===== src/rtl/rrts_pkg.sv =====
// ----------------------------------------------------------------------------
// rrts_pkg: shared types for the round-robin task scheduler
// operation and status codes, sequencer states, result beat layout
// ----------------------------------------------------------------------------
package rrts_pkg;

    typedef enum logic [2:0] {
        OP_TICK   = 3'd0,
        OP_CREATE = 3'd1,
        OP_FORK   = 3'd2,
        OP_EXIT   = 3'd3,
        OP_SLEEP  = 3'd4,
        OP_WAIT   = 3'd5
    } op_t;

    typedef enum logic [2:0] {
        ST_OK       = 3'd0,
        ST_NO_TASK  = 3'd1,
        ST_NO_STACK = 3'd2,
        ST_NO_TIMER = 3'd3,
        ST_EMPTY    = 3'd4,
        ST_NOT_LIVE = 3'd5
    } status_t;

    typedef enum logic [4:0] {
        S_IDLE,
        S_T_SCAN,
        S_T_RD,
        S_T_ADV,
        S_WAKE,
        S_INS,
        S_INS_RD,
        S_INS_WB,
        S_REM,
        S_REM_RD,
        S_BLOCK,
        S_F_TSCAN,
        S_F_SSCAN,
        S_X_RD,
        S_X_DO,
        S_S_SCAN,
        S_DONE
    } state_t;

    typedef struct packed {
        logic dec;
        logic load;
    } timer_ctl_t;

    typedef struct packed {
        status_t     status;
        logic [3:0]  current_task;
        logic        current_valid;
        logic [7:0]  new_task_id;
        logic [3:0]  stack_slot;
        logic [31:0] tick_count;
    } result_t;

endpackage


===== src/rtl/rrts_in_if.sv =====
// ----------------------------------------------------------------------------
// rrts_in_if: operation request channel
// valid/ready with one operation per beat
// ----------------------------------------------------------------------------
interface rrts_in_if;
    logic        valid;
    logic        ready;
    logic [2:0]  operation;
    logic [15:0] sleep_ticks;
    logic [7:0]  task_id;

    modport source (output valid, operation, sleep_ticks, task_id, input ready);
    modport sink   (input valid, operation, sleep_ticks, task_id, output ready);
endinterface


===== src/rtl/rrts_out_if.sv =====
// ----------------------------------------------------------------------------
// rrts_out_if: result channel
// valid/ready with one result per beat
// ----------------------------------------------------------------------------
interface rrts_out_if;
    logic        valid;
    logic        ready;
    logic [2:0]  status;
    logic [3:0]  current_task;
    logic        current_valid;
    logic [7:0]  new_task_id;
    logic [3:0]  stack_slot;
    logic [31:0] tick_count;

    modport source (output valid, status, current_task, current_valid, new_task_id,
                    stack_slot, tick_count, input ready);
    modport sink   (input valid, status, current_task, current_valid, new_task_id,
                    stack_slot, tick_count, output ready);
endinterface


===== src/rtl/rrts_cfg_if.sv =====
// ----------------------------------------------------------------------------
// rrts_cfg_if: configuration write channel
// valid/ready, one register write per beat
// ----------------------------------------------------------------------------
interface rrts_cfg_if;
    logic       valid;
    logic       ready;
    logic [7:0] data;

    modport source (output valid, data, input ready);
    modport sink   (input valid, data, output ready);
endinterface


===== src/rtl/round_robin_task_scheduler_unit.sv =====
// ----------------------------------------------------------------------------
// round_robin_task_scheduler_unit: round-robin scheduler over a task table
// ready ring in link rams, sleep timers, stack slot and task allocation
// ----------------------------------------------------------------------------
// usage
//   req  : one operation per beat (tick, create, fork, exit, sleep, wait)
//   rsp  : exactly one result beat per request beat, in order
//   cfg  : id_offset write, always ready; write only while the block is idle
// timing
//   a request is taken only when the sequencer is idle, then walked step by
//   step through one scan counter and the link rams (registered reads):
//     tick        up to TIMERS + 4 cycles, plus up to 4 per expiring timer
//     create/fork up to TASKS + STACKS + 4 cycles (two scans, ring insert)
//     exit        5 to 9 cycles, sleep up to TIMERS + 4, wait 4
//   the result goes into an output register, so the next request can be
//   taken while a result waits; a stalled rsp holds the sequencer in its
//   last step until the output register frees up
// reset
//   rst_n clears task table, timers, stack map, tick counter and id_offset;
//   link rams need no clearing pass, so the block is ready right after reset
// ----------------------------------------------------------------------------
module round_robin_task_scheduler_unit #(
    parameter int TASKS  = 16,
    parameter int TIMERS = 8,
    parameter int STACKS = 16
) (
    input  logic       clk,
    input  logic       rst_n,
    rrts_in_if.sink    req,
    rrts_out_if.source rsp,
    rrts_cfg_if.sink   cfg
);
    import rrts_pkg::*;

    logic       cfg_write;
    logic [7:0] id_offset_reg;
    logic       core_idle;
    logic       core_done;
    logic       take;
    logic       out_valid_reg, out_valid_next;
    result_t    core_result;
    result_t    result_reg;

    // the config port never stalls
    assign cfg.ready = 1'b1;
    assign cfg_write = cfg.valid && cfg.ready;

    always_ff @(posedge clk or negedge rst_n)
    begin
        if (!rst_n)
        begin
            id_offset_reg <= 8'd0;
        end
        else if (cfg_write)
        begin
            id_offset_reg <= cfg.data;
        end
    end

    // requests only while the sequencer is idle
    assign req.ready = core_idle;

    rrts_core #(.TASKS(TASKS), .TIMERS(TIMERS), .STACKS(STACKS)) u_core (
        .clk         (clk),
        .rst_n       (rst_n),
        .start       (req.valid && req.ready),
        .operation   (req.operation),
        .sleep_ticks (req.sleep_ticks),
        .task_id     (req.task_id),
        .id_offset   (id_offset_reg),
        .take        (take),
        .idle        (core_idle),
        .done        (core_done),
        .result      (core_result)
    );

    // output register, loaded when empty or being drained this cycle
    assign take = core_done && (!out_valid_reg || rsp.ready);

    always_comb
    begin
        out_valid_next = out_valid_reg;
        if (take)
        begin
            out_valid_next = 1'b1;
        end
        else if (rsp.ready)
        begin
            out_valid_next = 1'b0;
        end
    end

    always_ff @(posedge clk or negedge rst_n)
    begin
        if (!rst_n)
        begin
            out_valid_reg <= 1'b0;
        end
        else
        begin
            out_valid_reg <= out_valid_next;
        end
    end

    always_ff @(posedge clk)
    begin
        if (take)
        begin
            result_reg <= core_result;
        end
    end

    assign rsp.valid         = out_valid_reg;
    assign rsp.status        = result_reg.status;
    assign rsp.current_task  = result_reg.current_task;
    assign rsp.current_valid = result_reg.current_valid;
    assign rsp.new_task_id   = result_reg.new_task_id;
    assign rsp.stack_slot    = result_reg.stack_slot;
    assign rsp.tick_count    = result_reg.tick_count;
endmodule


===== src/rtl/rrts_ram.sv =====
// ----------------------------------------------------------------------------
// rrts_ram: generic simple dual-port ram
// one write port, one read port with registered read data
// ----------------------------------------------------------------------------
module rrts_ram #(
    parameter int WIDTH = 4,
    parameter int DEPTH = 16,
    parameter int AW    = (DEPTH > 1) ? $clog2(DEPTH) : 1
) (
    input  logic             clk,
    input  logic             we,
    input  logic [AW-1:0]    waddr,
    input  logic [WIDTH-1:0] wdata,
    input  logic [AW-1:0]    raddr,
    output logic [WIDTH-1:0] rdata
);
    logic [WIDTH-1:0] mem [DEPTH];

    always_ff @(posedge clk)
    begin
        if (we)
        begin
            mem[waddr] <= wdata;
        end
        rdata <= mem[raddr];
    end
endmodule


===== src/rtl/rrts_timer_bank.sv =====
// ----------------------------------------------------------------------------
// rrts_timer_bank: sleep timer slots
// one shared decrement and zero/one compare, addressed by the scan index
// ----------------------------------------------------------------------------
module rrts_timer_bank #(
    parameter int TIMERS  = 8,
    parameter int OWNER_W = 4,
    parameter int TMW     = (TIMERS > 1) ? $clog2(TIMERS) : 1
) (
    input  logic                clk,
    input  logic                rst_n,
    input  logic [TMW-1:0]      idx,
    input  rrts_pkg::timer_ctl_t ctl,
    input  logic [15:0]         load_ticks,
    input  logic [OWNER_W-1:0]  load_owner,
    output logic                is_zero,
    output logic                is_one,
    output logic [OWNER_W-1:0]  owner
);
    import rrts_pkg::*;

    logic [15:0]        remaining_reg [TIMERS];
    logic [OWNER_W-1:0] owner_reg     [TIMERS];
    logic [15:0]        cur;

    assign cur     = remaining_reg[idx];
    assign is_zero = (cur == 16'd0);
    assign is_one  = (cur == 16'd1);
    assign owner   = owner_reg[idx];

    always_ff @(posedge clk or negedge rst_n)
    begin
        if (!rst_n)
        begin
            for (int i = 0; i < TIMERS; i++)
            begin
                remaining_reg[i] <= 16'd0;
            end
        end
        else if (ctl.load)
        begin
            remaining_reg[idx] <= load_ticks;
        end
        else if (ctl.dec)
        begin
            remaining_reg[idx] <= cur - 16'd1;
        end
    end

    always_ff @(posedge clk)
    begin
        if (ctl.load)
        begin
            owner_reg[idx] <= load_owner;
        end
    end
endmodule


===== src/rtl/rrts_core.sv =====
// ----------------------------------------------------------------------------
// rrts_core: scheduler sequencer
// walks one operation through scan, link ram and ring update steps
// ----------------------------------------------------------------------------
module rrts_core #(
    parameter int TASKS  = 16,
    parameter int TIMERS = 8,
    parameter int STACKS = 16
) (
    input  logic              clk,
    input  logic              rst_n,
    input  logic              start,
    input  logic [2:0]        operation,
    input  logic [15:0]       sleep_ticks,
    input  logic [7:0]        task_id,
    input  logic [7:0]        id_offset,
    input  logic              take,
    output logic              idle,
    output logic              done,
    output rrts_pkg::result_t result
);
    import rrts_pkg::*;

    localparam int TW   = $clog2(TASKS);
    localparam int PW   = $clog2(TASKS + 1);
    localparam int SW   = (STACKS > 1) ? $clog2(STACKS) : 1;
    localparam int TMW  = (TIMERS > 1) ? $clog2(TIMERS) : 1;
    localparam int MX1  = (TASKS > STACKS) ? TASKS : STACKS;
    localparam int MAXN = (MX1 > TIMERS) ? MX1 : TIMERS;
    localparam int IW   = $clog2(MAXN + 1);

    state_t            state_reg, state_next;
    state_t            ret_reg, ret_next;
    logic [TW-1:0]     run_reg, run_next;
    logic              rv_reg, rv_next;
    logic [TASKS-1:0]  used_reg, used_next;
    logic [TASKS-1:0]  blocked_reg, blocked_next;
    logic [STACKS-1:0] stk_reg, stk_next;
    logic [31:0]       clock_reg, clock_next;
    logic [IW-1:0]     idx_reg, idx_next;
    logic [TW-1:0]     wake_reg, wake_next;
    logic [TW-1:0]     nsave_reg, nsave_next;
    logic [PW-1:0]     parent_reg, parent_next;
    logic [15:0]       ticks_reg, ticks_next;
    status_t           status_reg, status_next;
    logic [7:0]        new_id_reg, new_id_next;
    logic [3:0]        slot_reg, slot_next;

    // link and per-task rams, all read at the running task
    logic          nx_we, pv_we, tk_we;
    logic [TW-1:0] nx_waddr, nx_wdata, pv_waddr, pv_wdata, nx_rdata, pv_rdata;
    logic [SW-1:0] st_wdata, st_rdata;
    logic [PW-1:0] pa_rdata;

    timer_ctl_t    tctl;
    logic          tm_zero, tm_one;
    logic [TW-1:0] tm_owner;

    logic [7:0]    wait_t;

    rrts_ram #(.WIDTH(TW), .DEPTH(TASKS)) u_next_ram (
        .clk(clk), .we(nx_we), .waddr(nx_waddr), .wdata(nx_wdata),
        .raddr(run_reg), .rdata(nx_rdata)
    );
    rrts_ram #(.WIDTH(TW), .DEPTH(TASKS)) u_prev_ram (
        .clk(clk), .we(pv_we), .waddr(pv_waddr), .wdata(pv_wdata),
        .raddr(run_reg), .rdata(pv_rdata)
    );
    rrts_ram #(.WIDTH(SW), .DEPTH(TASKS)) u_stack_ram (
        .clk(clk), .we(tk_we), .waddr(wake_reg), .wdata(st_wdata),
        .raddr(run_reg), .rdata(st_rdata)
    );
    rrts_ram #(.WIDTH(PW), .DEPTH(TASKS)) u_parent_ram (
        .clk(clk), .we(tk_we), .waddr(wake_reg), .wdata(parent_reg),
        .raddr(run_reg), .rdata(pa_rdata)
    );

    rrts_timer_bank #(.TIMERS(TIMERS), .OWNER_W(TW)) u_timers (
        .clk(clk), .rst_n(rst_n), .idx(idx_reg[TMW-1:0]), .ctl(tctl),
        .load_ticks(ticks_reg), .load_owner(run_reg),
        .is_zero(tm_zero), .is_one(tm_one), .owner(tm_owner)
    );

    assign wait_t = task_id ^ id_offset;
    assign idle   = (state_reg == S_IDLE);
    assign done   = (state_reg == S_DONE);

    assign result.status        = status_reg;
    assign result.current_task  = rv_reg ? 4'(run_reg) : 4'd0;
    assign result.current_valid = rv_reg;
    assign result.new_task_id   = new_id_reg;
    assign result.stack_slot    = slot_reg;
    assign result.tick_count    = clock_reg;

    always_ff @(posedge clk or negedge rst_n)
    begin
        if (!rst_n)
        begin
            state_reg   <= S_IDLE;
            ret_reg     <= S_IDLE;
            run_reg     <= '0;
            rv_reg      <= 1'b0;
            used_reg    <= '0;
            blocked_reg <= '0;
            stk_reg     <= '0;
            clock_reg   <= '0;
            idx_reg     <= '0;
        end
        else
        begin
            state_reg   <= state_next;
            ret_reg     <= ret_next;
            run_reg     <= run_next;
            rv_reg      <= rv_next;
            used_reg    <= used_next;
            blocked_reg <= blocked_next;
            stk_reg     <= stk_next;
            clock_reg   <= clock_next;
            idx_reg     <= idx_next;
        end
    end

    always_ff @(posedge clk)
    begin
        wake_reg   <= wake_next;
        nsave_reg  <= nsave_next;
        parent_reg <= parent_next;
        ticks_reg  <= ticks_next;
        status_reg <= status_next;
        new_id_reg <= new_id_next;
        slot_reg   <= slot_next;
    end

    always_comb
    begin
        state_next   = state_reg;
        ret_next     = ret_reg;
        run_next     = run_reg;
        rv_next      = rv_reg;
        used_next    = used_reg;
        blocked_next = blocked_reg;
        stk_next     = stk_reg;
        clock_next   = clock_reg;
        idx_next     = idx_reg;
        wake_next    = wake_reg;
        nsave_next   = nsave_reg;
        parent_next  = parent_reg;
        ticks_next   = ticks_reg;
        status_next  = status_reg;
        new_id_next  = new_id_reg;
        slot_next    = slot_reg;
        nx_we        = 1'b0;
        nx_waddr     = wake_reg;
        nx_wdata     = wake_reg;
        pv_we        = 1'b0;
        pv_waddr     = wake_reg;
        pv_wdata     = wake_reg;
        tk_we        = 1'b0;
        st_wdata     = idx_reg[SW-1:0];
        tctl         = '0;

        unique case (state_reg)
            S_IDLE:
            begin
                if (start)
                begin
                    status_next = ST_OK;
                    new_id_next = '0;
                    slot_next   = '0;
                    idx_next    = '0;
                    ticks_next  = sleep_ticks;
                    priority if (operation == OP_TICK)
                    begin
                        clock_next = clock_reg + 32'd1;
                        state_next = S_T_SCAN;
                    end
                    else if (operation == OP_CREATE)
                    begin
                        parent_next = PW'(TASKS);
                        state_next  = S_F_TSCAN;
                    end
                    else if ((operation == OP_FORK || operation == OP_EXIT ||
                              operation == OP_SLEEP || operation == OP_WAIT) && !rv_reg)
                    begin
                        status_next = ST_EMPTY;
                        state_next  = S_DONE;
                    end
                    else if (operation == OP_FORK)
                    begin
                        parent_next = PW'(run_reg);
                        state_next  = S_F_TSCAN;
                    end
                    else if (operation == OP_EXIT)
                    begin
                        state_next = S_X_RD;
                    end
                    else if (operation == OP_SLEEP)
                    begin
                        state_next = (sleep_ticks == 16'd0) ? S_DONE : S_S_SCAN;
                    end
                    else if (operation == OP_WAIT)
                    begin
                        if (wait_t >= 8'(TASKS) || !used_reg[wait_t[TW-1:0]])
                        begin
                            status_next = ST_NOT_LIVE;
                            state_next  = S_DONE;
                        end
                        else
                        begin
                            state_next = S_BLOCK;
                        end
                    end
                    else
                    begin
                        state_next = S_DONE;
                    end
                end
            end

            // count down each slot, wake its owner on expiry
            S_T_SCAN:
            begin
                if (idx_reg == IW'(TIMERS))
                begin
                    state_next = rv_reg ? S_T_RD : S_DONE;
                end
                else
                begin
                    idx_next = idx_reg + 1'b1;
                    if (!tm_zero)
                    begin
                        tctl.dec = 1'b1;
                        if (tm_one)
                        begin
                            wake_next  = tm_owner;
                            ret_next   = S_T_SCAN;
                            state_next = S_WAKE;
                        end
                    end
                end
            end
            S_T_RD:  state_next = S_T_ADV;
            S_T_ADV:
            begin
                run_next   = nx_rdata;
                state_next = S_DONE;
            end

            S_WAKE:
            begin
                if (used_reg[wake_reg] && blocked_reg[wake_reg])
                begin
                    blocked_next[wake_reg] = 1'b0;
                    state_next             = S_INS;
                end
                else
                begin
                    state_next = ret_reg;
                end
            end

            // link wake_reg in right after the running task, or make it the only one if none runs
            S_INS:
            begin
                if (!rv_reg)
                begin
                    nx_we      = 1'b1;
                    pv_we      = 1'b1;
                    run_next   = wake_reg;
                    rv_next    = 1'b1;
                    state_next = ret_reg;
                end
                else
                begin
                    state_next = S_INS_RD;
                end
            end
            S_INS_RD:
            begin
                nsave_next = nx_rdata;
                nx_we      = 1'b1;
                nx_wdata   = nx_rdata;
                pv_we      = 1'b1;
                pv_wdata   = run_reg;
                state_next = S_INS_WB;
            end
            S_INS_WB:
            begin
                nx_we      = 1'b1;
                nx_waddr   = run_reg;
                pv_we      = 1'b1;
                pv_waddr   = nsave_reg;
                state_next = ret_reg;
            end

            S_BLOCK:
            begin
                blocked_next[run_reg] = 1'b1;
                state_next            = S_REM;
            end
            S_REM:   state_next = S_REM_RD;
            S_REM_RD:
            begin
                if (nx_rdata == run_reg)
                begin
                    rv_next     = 1'b0;
                    status_next = ST_EMPTY;
                end
                else
                begin
                    nx_we    = 1'b1;
                    nx_waddr = pv_rdata;
                    nx_wdata = nx_rdata;
                    pv_we    = 1'b1;
                    pv_waddr = nx_rdata;
                    pv_wdata = pv_rdata;
                    run_next = nx_rdata;
                end
                state_next = S_DONE;
            end

            // lowest free task entry, then lowest free stack slot
            S_F_TSCAN:
            begin
                if (idx_reg == IW'(TASKS))
                begin
                    status_next = ST_NO_TASK;
                    state_next  = S_DONE;
                end
                else if (!used_reg[idx_reg[TW-1:0]])
                begin
                    wake_next  = idx_reg[TW-1:0];
                    idx_next   = '0;
                    state_next = S_F_SSCAN;
                end
                else
                begin
                    idx_next = idx_reg + 1'b1;
                end
            end
            S_F_SSCAN:
            begin
                if (idx_reg == IW'(STACKS))
                begin
                    status_next = ST_NO_STACK;
                    state_next  = S_DONE;
                end
                else if (!stk_reg[idx_reg[SW-1:0]])
                begin
                    stk_next[idx_reg[SW-1:0]] = 1'b1;
                    used_next[wake_reg]       = 1'b1;
                    blocked_next[wake_reg]    = 1'b0;
                    tk_we                     = 1'b1;
                    new_id_next               = 8'(wake_reg) ^ id_offset;
                    slot_next                 = 4'(idx_reg[SW-1:0]);
                    ret_next                  = S_DONE;
                    state_next                = S_INS;
                end
                else
                begin
                    idx_next = idx_reg + 1'b1;
                end
            end

            S_X_RD:  state_next = S_X_DO;
            S_X_DO:
            begin
                stk_next[st_rdata]    = 1'b0;
                used_next[run_reg]    = 1'b0;
                blocked_next[run_reg] = 1'b0;
                if (pa_rdata < PW'(TASKS))
                begin
                    wake_next  = pa_rdata[TW-1:0];
                    ret_next   = S_REM;
                    state_next = S_WAKE;
                end
                else
                begin
                    state_next = S_REM;
                end
            end

            S_S_SCAN:
            begin
                if (idx_reg == IW'(TIMERS))
                begin
                    status_next = ST_NO_TIMER;
                    state_next  = S_DONE;
                end
                else if (tm_zero)
                begin
                    tctl.load  = 1'b1;
                    state_next = S_BLOCK;
                end
                else
                begin
                    idx_next = idx_reg + 1'b1;
                end
            end

            S_DONE:
            begin
                if (take)
                begin
                    state_next = S_IDLE;
                end
            end

            default: state_next = S_IDLE;
        endcase
    end

    // every live task owns exactly one stack slot between operations
    assert property (@(posedge clk) disable iff (!rst_n)
        (state_reg == S_IDLE) |-> ($countones(stk_reg) == $countones(used_reg)))
        else $error("stack map and task table disagree");

    // the running task is live and not blocked between operations
    assert property (@(posedge clk) disable iff (!rst_n)
        (state_reg == S_IDLE && rv_reg) |-> (used_reg[run_reg] && !blocked_reg[run_reg]))
        else $error("running task is free or blocked");

    // the tick counter moves only when a tick is taken
    assert property (@(posedge clk) disable iff (!rst_n)
        (state_reg != S_IDLE) |=> $stable(clock_reg))
        else $error("tick counter moved outside a tick");
endmodule

===== src/flat_wrapper.sv =====
// flat-port wrapper written by rule: the top's interface ports become plain ports
module round_robin_task_scheduler_unit_flat import rrts_pkg::*;
#(
    parameter int TASKS  = 16,
    parameter int TIMERS = 8,
    parameter int STACKS = 16
)
  (clk, rst_n, req_valid, req_operation, req_sleep_ticks, req_task_id, req_ready, rsp_valid, rsp_status, rsp_current_task, rsp_current_valid, rsp_new_task_id, rsp_stack_slot, rsp_tick_count, rsp_ready, cfg_valid, cfg_data, cfg_ready);
  rrts_in_if req_i ();
  rrts_out_if rsp_i ();
  rrts_cfg_if cfg_i ();
  input  logic clk;
  input  logic rst_n;
  input wire logic [$bits(req_i.valid)-1:0] req_valid;
  input wire logic [$bits(req_i.operation)-1:0] req_operation;
  input wire logic [$bits(req_i.sleep_ticks)-1:0] req_sleep_ticks;
  input wire logic [$bits(req_i.task_id)-1:0] req_task_id;
  output wire logic [$bits(req_i.ready)-1:0] req_ready;
  output wire logic [$bits(rsp_i.valid)-1:0] rsp_valid;
  output wire logic [$bits(rsp_i.status)-1:0] rsp_status;
  output wire logic [$bits(rsp_i.current_task)-1:0] rsp_current_task;
  output wire logic [$bits(rsp_i.current_valid)-1:0] rsp_current_valid;
  output wire logic [$bits(rsp_i.new_task_id)-1:0] rsp_new_task_id;
  output wire logic [$bits(rsp_i.stack_slot)-1:0] rsp_stack_slot;
  output wire logic [$bits(rsp_i.tick_count)-1:0] rsp_tick_count;
  input wire logic [$bits(rsp_i.ready)-1:0] rsp_ready;
  input wire logic [$bits(cfg_i.valid)-1:0] cfg_valid;
  input wire logic [$bits(cfg_i.data)-1:0] cfg_data;
  output wire logic [$bits(cfg_i.ready)-1:0] cfg_ready;
  assign req_i.valid = req_valid;
  assign req_i.operation = req_operation;
  assign req_i.sleep_ticks = req_sleep_ticks;
  assign req_i.task_id = req_task_id;
  assign req_ready = req_i.ready;
  assign rsp_valid = rsp_i.valid;
  assign rsp_status = rsp_i.status;
  assign rsp_current_task = rsp_i.current_task;
  assign rsp_current_valid = rsp_i.current_valid;
  assign rsp_new_task_id = rsp_i.new_task_id;
  assign rsp_stack_slot = rsp_i.stack_slot;
  assign rsp_tick_count = rsp_i.tick_count;
  assign rsp_i.ready = rsp_ready;
  assign cfg_i.valid = cfg_valid;
  assign cfg_i.data = cfg_data;
  assign cfg_ready = cfg_i.ready;
  round_robin_task_scheduler_unit #(.TASKS(TASKS), .TIMERS(TIMERS), .STACKS(STACKS)) u_core (.clk(clk), .rst_n(rst_n), .req(req_i), .rsp(rsp_i), .cfg(cfg_i));
endmodule

===== config.mk =====
export PLATFORM = sky130hd
export DESIGN_NAME = round_robin_task_scheduler_unit_flat
export DESIGN_NICKNAME = d
export VERILOG_FILES = /design/src/rtl/rrts_pkg.sv /design/src/rtl/rrts_in_if.sv /design/src/rtl/rrts_out_if.sv /design/src/rtl/rrts_cfg_if.sv /design/src/rtl/round_robin_task_scheduler_unit.sv /design/src/rtl/rrts_ram.sv /design/src/rtl/rrts_timer_bank.sv /design/src/rtl/rrts_core.sv /design/src/flat_wrapper.sv
export SDC_FILE = /design/constraint.sdc
export NUM_CORES = 1
export LEC_CHECK = 0
export BUFFER_PORTS_ARGS = -buffer_cell sky130_fd_sc_hd__buf_2
export CAP_MARGIN = 0
export CORE_UTILIZATION = 35
export CTS_CLUSTER_DIAMETER = 30
export DETAILED_ROUTE_END_ITERATION = 16
export GPL_ROUTABILITY_DRIVEN = 0
export HOLD_SLACK_MARGIN = 0.03
export PLACE_DENSITY = 0.46
export SYNTH_ARGS = -nofsm -noshare
export SYNTH_HDL_FRONTEND = slang
export SYNTH_HIERARCHICAL = 1
export SYNTH_SLANG_ARGS = --single-unit

===== constraint.sdc =====
create_clock -name clk -period 11.8 [get_ports clk]
set_clock_uncertainty 0.2 [all_clocks]
set_input_delay 2.36 -clock clk [delete_from_list [all_inputs] [get_ports clk]]
set_output_delay 2.36 -clock clk [all_outputs]
set_load 0.01 [all_outputs]

==> summary.md <==
| Metric | Value |
|---|---|
| CP dominant cell by count | buf_4 |
| Fmax | approximately 150 MHz |
| Chip height | about 290 um |
| Status | completed |
| Drt drc | 0 |
| Family with the most delay on the worst path | simple AND/OR/NAND/NOR gates |
| Least-Margin Pin Slew | 1.23 ns |
| Yosys top cell by area | edfxtp_1 |
| First-pass GRT wire length | 126 mm |
| Gr ovfl total | 0 |
| Synth Area in Compound Gates | 10.1% |
| Post-Synth XOR/XNOR Area | 1.97% |
| Sequence of cells on the critical path | buf_4 > mux4_1 > mux2i_1 > and2_1 > o21a_1 > nand4_1 > nor2_1 > and3_2 > buf_4 > or2_2 > nand2_1 > a221oi_1 > o21ai_0 |
| Clk sinks | 652 |
| CTS tree | built |
| Final-report max-slew violation count | 0 |
| Hold Slack | around 0.21 ns |
| Part of the Yosys area used for sequential elements | 62.3% |
| Clock slew at reported path FFs | 0.05 ns |
| Main flop type after synthesis | edfxtp_1 |
| Setup CP Type | reg2reg |
| Count leader, synth | edfxtp_1 |
| EDFF count, synth | 400 |
| Number of global-route vias before repair | 20127 |
| Syn nets | 2251 |
| Mux share of post-synthesis cell area | around 11% |
| Setup crit end kind | register |
| Synth Register Bits | around 650 |
| CTS Hold Buffers Added | 0 |
| Slew headroom | 17.6% |
| Max clock buf depth | 3 |
| Die area | 84800 um2 |
| Final setup fails | 0 |
| Vias/cell | 5.52 |
| Nets | 2425 |
| Slowest stage cell, crit path | dfrtp_4 |
| DPL Wire Length | 53.8 mm |
| Simple-gate share of the synthesized area | 12.5% |
| Fin cells | 3580 |
| Post-synthesis cell area | around 29000 um2 |
| Antenna violations before repair | 0 |
| Area after DPL | 30800 um2 |
| Max-cap viol count | 0 |
| Drt wl/cell | 23.0 um |
| Core footprint | 82500 um2 |
| # diodes | 0 |
| Worst path bufs/invs | 2 |
| Largest family of logic cells by synthesized area | simple AND/OR/NAND/NOR gates |
| Leak Pwr | 13.6 nW |
| Avg Inst Size Synth | 13.3 um2 |
| Adder-cell share of the synthesized area | 0.299% |
| Row count | 105 |
| Root Buffer | clkbuf_16 |
| Starting DRC count in detailed routing | 1666 |
| Die Span X | 291 um |
| Placed cells | 3292 |
| H-tree Lvls | 4 |
| Count of cell types in the netlist | 88 |
| Min Tclk post-route | between 6 and 7 ns |
| CP max stage delay | about 0.9 ns |
| Commonest cells post-synth | edfxtp_1 (400), dfrtp_1 (235), nand2_1 (227) |
| Worst hold path type | reg2reg |
| Antenna-violating nets left | 0 |
| First-pass iteration count of the detailed router | 5 |
| Overall Global Routing Usage | 19.5% |
| Post_cts resized | 0 |
| Vias | roughly 20000 |
| Later-pin clock latency in the skew report | 0.72 ns |
| Synth-to-layout area growth | 24.2% |
| Setup bufs post-CTS | 0 |
| Max VDD drop | 0.000160 V |
| Initial Utilization | 35.5% |
| Post-Synthesis Cells | 2204 |
| CP Max Fanout | 59 |
| WP data required | roughly 12 ns |
| Area share of the largest cell type after synthesis | 41.0% |
| Largest cells by area after synthesis | edfxtp_1 (41%), dfrtp_1 (20%), mux4_1 (4.1%) |
| Largest register FFs | around 130 |
| CP startpoint kind | register |
| Layout cells sized above 1 | 20.1% |
| Synth warn | 6 |
| Setup TNS | 0 ns |
| Largest net degree at the start of global routing | 106 |
| Post-Layout Inst Area | 36400 um2 |
| Ys async rst share | 36.0% |
| Unrepaired setup endpoints after global routing | false |
| Ports | 95 |
| Fin crit share | 55.3% |
| PD cells | between 200 and 300 nW/um2 |
| Post-Route WL | 82.4 mm |
| Port Buffers | 93 |
| Crit path DAT | 6.89 ns |
| Final hold vios | 0 |
| Num CTS Buffers | 154 |
==> worst paths after layout <==
path	from	end	slack, ns	depth (start not counted)
max	u_core/u_core/idx_reg[0]$_DFFE_PN0P_	u_core/u_core/u_timers/remaining_reg[127]$_DFFE_PN0P_	5.27	13
max reg2reg	u_core/u_core/idx_reg[0]$_DFFE_PN0P_	u_core/u_core/u_timers/remaining_reg[127]$_DFFE_PN0P_	5.27	13
max in group asynchronous	rst_n	u_core/u_core/run_reg[0]$_DFFE_PN0P_	8.36	2
min in group asynchronous	rst_n	u_core/u_core/u_timers/remaining_reg[23]$_DFFE_PN0P_	1.45	1
min	u_core/u_core/status_reg[1]$_SDFFCE_PN0P_	u_core/rsp.status[1]$_DFFE_PP_	0.21	0
min reg2reg	u_core/u_core/status_reg[1]$_SDFFCE_PN0P_	u_core/rsp.status[1]$_DFFE_PP_	0.21	0
==> power breakdown <==
| group | leakage [nW] | switching (W) | total, W | internal [W] |
|---|---|---|---|---|
| Clock | 2.70 | 0.00137 | 0.00446 | 0.00309 |
| Sequential | 6.83 | 0.000297 | 0.00305 | 0.00275 |
| Combinational | 4.02 | 0.00135 | 0.00212 | 0.000767 |
| Total | 13.6 | 0.00302 | 0.00963 | 0.00661 |
==> per-stage QoR <==
stage / power (W) / setup WS (ns) / util (%)
after floorplan: 0.00446 / 6.37 / -
after global placement: 0.00518 / 5.23 / 37.4
after detailed placement: 0.00521 / 5.22 / 37.4
after CTS: 0.00972 / 5.22 / 44.1
after global routing: 0.0100 / 4.73 / 44.1
final: 0.00963 / 5.27 / 44.1
==> cell usage in the layout, fill, tap and decap left out, types with 16 or more instances in the layout <==
master     count
and3_1        16
a31oi_1       20
clkinv_2      26
nand3_1       71
mux2_2        17
buf_4         33
bufinv_16     25
mux4_2        52
nor2_1       186
xor2_1        18
buf_2         92
edfxtp_1     400
inv_1         18
nor3_1        41
mux2i_1       43
nand4_1       18
o221ai_1      41
o21ai_0      113
dfrtp_1      228
clkbuf_16    159
nor2b_1       39
mux4_1        46
a22oi_1       37
and2_1        31
nand2b_1      38
dfxtp_1       17
o22ai_1       23
a22o_1        33
a211oi_1      18
nand2_1      227
xnor2_1       41
a21oi_1       71
==> cell type report <==
cell class              count  area, um2
clock buffers             186       4200
clock inverters           102       1350
fillers                  7536      46100
inverters                  18       67.6
multi-input cells        1426      10400
flip-flops and latches    652      18200
well taps                1070       1340
repair buffers            126        723
==> routing by layer <==
metal | part of all wire [%] | vias to the layer above | wire [um] | track usage (%)
li1 | - | 8915 | - | -
met1 | 45 | 10019 | 37400 | 27.0
met2 | 47 | 674 | 38500 | 30.1
met3 | 5.7 | 146 | 4710 | 4.31
met4 | 2.3 | 0 | 1860 | 6.54
met5 | 0 | - | 0 | 0
==> logic make-up (layout without fill, tap and decap cells) <==
| kind of cell | count (synthesis) | after routing |
|---|---|---|
| muxes | 169 | 169 |
| adders and majority gates | 7 | 7 |
| DFF | 652 | 652 |
| xor gates and xnor gates | 62 | 62 |
| buffers and inverters | 126 | 432 |
| and+or+nand+nor | 749 | 749 |
| AOI/OAI and AO/OA | 438 | 438 |
| other | 1 | 1 |
No activity file was read; power rests on OpenSTA's default activity.
